===== src/rtl/wve_pkg.sv =====
package wve_pkg;

  localparam int unsigned VoiceBits = 5;

  typedef enum logic [4:0] {
    REG_WAVE_CTRL  = 5'h00,
    REG_PITCH      = 5'h01,
    REG_LSTART_HI  = 5'h02,
    REG_LSTART_LO  = 5'h03,
    REG_LEND_HI    = 5'h04,
    REG_LEND_LO    = 5'h05,
    REG_LVL_RATE   = 5'h06,
    REG_LVL_START  = 5'h07,
    REG_LVL_END    = 5'h08,
    REG_LVL_RAW    = 5'h09,
    REG_POS_HI     = 5'h0A,
    REG_POS_LO     = 5'h0B,
    REG_LVL_CTRL   = 5'h0D,
    REG_LAST_VOICE = 5'h0E,
    REG_CONTROL    = 5'h10,
    REG_BANK       = 5'h11,
    REG_MODE       = 5'h12
  } reg_idx_t;

  localparam logic [1:0] CfgMode   = 2'd0;
  localparam logic [1:0] CfgLast   = 2'd1;
  localparam logic [1:0] CfgFreeze = 2'd2;

  localparam logic [7:0] FlagUlaw   = 8'h01;
  localparam logic [7:0] FlagStop   = 8'h02;
  localparam logic [7:0] FlagByte   = 8'h04;
  localparam logic [7:0] FlagLoop   = 8'h08;
  localparam logic [7:0] FlagBidir  = 8'h10;
  localparam logic [7:0] FlagIrq    = 8'h20;
  localparam logic [7:0] FlagInvert = 8'h40;
  localparam logic [7:0] FlagPend   = 8'h80;
  localparam logic [7:0] LflagDone  = 8'h01;
  localparam logic [7:0] LflagStop  = 8'h02;

  localparam logic [6:0] RampFull = 7'h40;
  localparam logic [7:0] CtrlKeyOn  = 8'h00;
  localparam logic [7:0] CtrlKeyOff = 8'h0F;

  // controller to datapath commands
  typedef struct packed {
    logic load;    // capture item and read voice
    logic emit;    // compute outputs and start updates
    logic commit;  // write voice back
  } wve_cmd_t;

  typedef struct packed {
    logic is_write;
  } wve_status_t;

  // volume table: 8-bit mantissa, 4-bit exponent
  function automatic logic [15:0] vol_table(input logic [11:0] i);
    logic [22:0] m;
    m = {8'd0, 1'b1, i[7:0], 6'd0};
    vol_table = 16'(m >> (4'd15 - i[11:8]));
  endfunction

  function automatic logic is_pos(input logic [31:0] x);
    is_pos = (x != 32'd0) && !x[31];
  endfunction

endpackage


===== src/rtl/wve_ctrl.sv =====
module wve_ctrl
  import wve_pkg::*;
(
  input  logic        clk,
  input  logic        rst_n,
  input  logic        start,
  input  wve_status_t status,
  output wve_cmd_t    cmd,
  output logic        busy
);

  typedef enum logic [1:0] {S_IDLE, S_READ, S_EMIT, S_WRITE} state_t;
  state_t state_r;

  always_ff @(posedge clk) begin
    if (!rst_n) begin
      state_r <= S_IDLE;
    end else begin
      unique case (state_r)
        S_IDLE:  if (start) state_r <= S_READ;
        S_READ:  state_r <= status.is_write ? S_WRITE : S_EMIT;
        S_EMIT:  state_r <= S_WRITE;
        S_WRITE: state_r <= S_IDLE;
        default: state_r <= S_IDLE;
      endcase
    end
  end

  assign busy        = (state_r != S_IDLE);
  assign cmd.load    = (state_r == S_IDLE) && start;
  assign cmd.emit    = (state_r == S_EMIT);
  assign cmd.commit  = (state_r == S_WRITE);

endmodule


===== config.mk =====
export PLATFORM = sky130hd
export DESIGN_NAME = wve_ctrl
export DESIGN_NICKNAME = d
export VERILOG_FILES = /design/src/rtl/wve_pkg.sv /design/src/rtl/wve_ctrl.sv
export SDC_FILE = /design/constraint.sdc
export NUM_CORES = 1
export LEC_CHECK = 0
export BUFFER_PORTS_ARGS = -buffer_cell sky130_fd_sc_hd__buf_2
export CELL_PAD_IN_SITES_DETAIL_PLACEMENT = 1
export CELL_PAD_IN_SITES_GLOBAL_PLACEMENT = 1
export CORE_AREA = 2 2 39 41
export DETAILED_ROUTE_END_ITERATION = 10
export DIE_AREA = 0 0 41 43
export GPL_TIMING_DRIVEN = 0
export HOLD_SLACK_MARGIN = 0.1
export PLACE_DENSITY = 0.48
export SLEW_MARGIN = 40
export SYNTH_ARGS = -nofsm -noshare
export SYNTH_HDL_FRONTEND = slang
export SYNTH_SLANG_ARGS = --single-unit

===== constraint.sdc =====
create_clock -name clk -period 1.45 [get_ports clk]
set_input_delay 0.0725 -clock clk [delete_from_list [all_inputs] [get_ports clk]]
set_output_delay 0.0725 -clock clk [all_outputs]
set_load 0.005 [all_outputs]

==> flow_summary.json <==
{
  "grt_pass1_vias": 165,
  "critPathKind": "flip-flop to flip-flop",
  "critPathArrivalTime_ns": 1.47,
  "largest_register": "state_r",
  "dp_cells": 41,
  "synth-warning-count": 0,
  "finalWirelength_um": 384,
  "grt_setup_unrepaired": "false",
  "area_growth_pct": 57.6,
  "leakage_nw": 0.141,
  "finalSetupViolCount": 0,
  "drv_cap": 0,
  "io_pins": 8,
  "start_kind": "flip-flop",
  "die_w_um": 41,
  "critical-path-max-stage-delay_ns": 0.36,
  "crit_fanout": 5,
  "fill_cells": 163,
  "status": "complete, no violations",
  "gp_congestion": 0.619,
  "ir_drop_v": 0.000567,
  "tightest_slew_ns": 0.282,
  "synthCells": 18,
  "cp-end-kind": "flip-flop",
  "min_period_ns": 1.33,
  "grt_use_total_pct": 5.61,
  "path_cells": "inv_1 -> ha_1 -> nand2b_1 -> o21ai_1 -> a221oi_2",
  "antenna_found_initial": 0,
  "syn_area_sq_um": 165,
  "core_area_sq_um": 1380,
  "clk_pin_slew_worst_paths_ns": 0.03,
  "cts.sinks": 2,
  "stdcell_count": 45,
  "seqCellArea_sq_um": 41.3,
  "synthSimpleGateAreaFrac_pct": 9.85,
  "postCtsSetupRepairBufs": 0,
  "tritoncts": "yes",
  "dieArea_sq_um": 1760,
  "cts.htree.levels": 1,
  "largest_reg_flops": 2,
  "powerDensity_nw_per_um2": 1820,
  "nNetsFinal": 40,
  "placed_area_sq_um": 220,
  "antennaDiodeCount": 0,
  "grt_max_degree": 6,
  "max_slew_margin_pct": 81.1,
  "fmax_ghz": 0.752,
  "post_synth_main_area_contributors": "ha_1, dfxtp_1, inv_1, mux2i_1, a221oi_1",
  "synth_mux_area_share_pct": 6.06,
  "finalHoldViolCount": 0,
  "drive_gt1_share_pct": 41.4,
  "synth_top_family_by_area": "adder cells",
  "yosys.area.top_type": "ha_1",
  "worst_path_max_delay_cell": "dfxtp_1",
  "io_buffers": 7,
  "synth_compound_area_share_pct": 12.9,
  "die_h_um": 43,
  "reg.largest.list": "state_r: 2 flops",
  "grt_pass1_wl_um": 607,
  "synth_top_area_share_pct": 37.9,
  "required_ns": 1.59,
  "syn_nets": 27,
  "via_per_inst": 3.51,
  "slew_viol_final": 0,
  "synth_seq_area_share_pct": 24.2,
  "drc": 0,
  "finalCritPeriodShare_pct": 91.7,
  "cts_buffers": 3,
  "clock-root-buffer": "clkbuf_4",
  "synthAdderAreaFrac_pct": 37.9,
  "finalInstanceArea_sq_um": 260,
  "drtPass1Iterations": 1,
  "vias": 158,
  "clk_latency_ns": 0.23,
  "wire_per_inst_um": 8.53,
  "synth_seq_cells": 2,
  "start_util_pct": 11.9,
  "row_count": 14,
  "drtAntennaViolNets": 0,
  "finalSetupTns_ns": 0,
  "multi_input_area_sq_um": 116,
  "skew_ns": 0.00732,
  "hold_class": "input port to flip-flop",
  "gr-total-overflow": 0,
  "syn_area_per_cell_sq_um": 9.18,
  "dpl.hpwl_um": 304,
  "drt_iter0_markers": 0,
  "synth_cell_types": 10,
  "whs_ns": 0.222,
  "clockBufferDepth": 2,
  "synth-xor-area-share_pct": 0
}
==> Yosys cell counts <==
master	instances
ha_1	5
and2_1	1
mux2i_1	1
a211oi_1	1
dfxtp_1	2
a221oi_1	1
nand2b_1	1
inv_1	4
nor2_1	1
o21ai_1	1
==> cells in the final DEF, fill, tap and decap left out <==
cell type and instances:
a211oi_1 1, a221oi_2 1, and2_1 1, buf_2 7
clkbuf_4 3, dfxtp_1 1, dfxtp_2 1, dlygate4sd3_1 1
ha_1 5, inv_1 4, mux2i_1 1, nand2b_1 1
nor2_1 1, o21ai_1 1
==> cell families after synthesis <==
logic type	Yosys count
adder cells (fa/ha/maj)	5
buffers and inverters	4
AO/OA/AOI/OAI	3
AND/OR/NAND/NOR	3
flip-flops	2
multiplexers	1
==> layer usage <==
| metal | GRT usage, % | wire length (um) | vias up |
|---|---|---|---|
| li1 | - | - | 81 |
| met1 | 5.75 | 177 | 69 |
| met2 | 7.19 | 165 | 8 |
| met3 | 4.71 | 40 | 0 |
| met4 | 4.00 | 0 | 0 |
| met5 | 0 | 0 | - |
==> final cells by class <==
class                   instances  area share (%)
repair buffers                  8            17.3
clock buffers                   3            8.65
multi-input cells              12            44.7
inverters                       4            5.77
well taps                      16            7.69
flip-flops and latches          2            15.9
==> critical path, delay by kind of cell (launching register included) <==
kind	cells	cell delay, ns
compound gates	2	0.37
fa+ha+maj	1	0.24
buf+inv	1	0.12
flops	1	0.36
simple gates	1	0.15
==> stage by stage <==
| step | setup WS [ns] | util [%] | total power [mW] |
|---|---|---|---|
| floorplan | 0.285 | - | 0.253 |
| global placement | 0.140 | 15.9 | 0.320 |
| detailed placement | 0.0929 | 15.9 | 0.335 |
| CTS | 0.0915 | 18.3 | 0.473 |
| global route | 0.00876 | 18.8 | 0.528 |
| finish | 0.121 | 18.8 | 0.473 |
==> worst paths after layout <==
path,start,endpoint,slack (ns),cells after the start
hold / removal,start,state_r[0],0.22,3
setup / recovery,state_r[0],state_r[0],0.12,5
hold reg to reg,state_r[1],state_r[1],0.56,2
setup reg to reg,state_r[0],state_r[0],0.12,5
==> repair_timing <==
| item | 4_1_cts | 5_1_grt |
|---|---|---|
| endpoints found under the setup margin | 0 | 1 |
| hold endpoints to repair | 1 | 0 |
| gates resized for setup | 0 | 2 |
| hold buffers | 1 | 0 |
==> report_power, final <==
| part | switching (mW) | internal, mW | total, mW |
|---|---|---|---|
| Clock | 0.0344 | 0.0916 | 0.126 |
| Sequential | 0.0267 | 0.0827 | 0.109 |
| Combinational | 0.125 | 0.113 | 0.238 |
No activity file was read; power rests on OpenSTA's default activity.
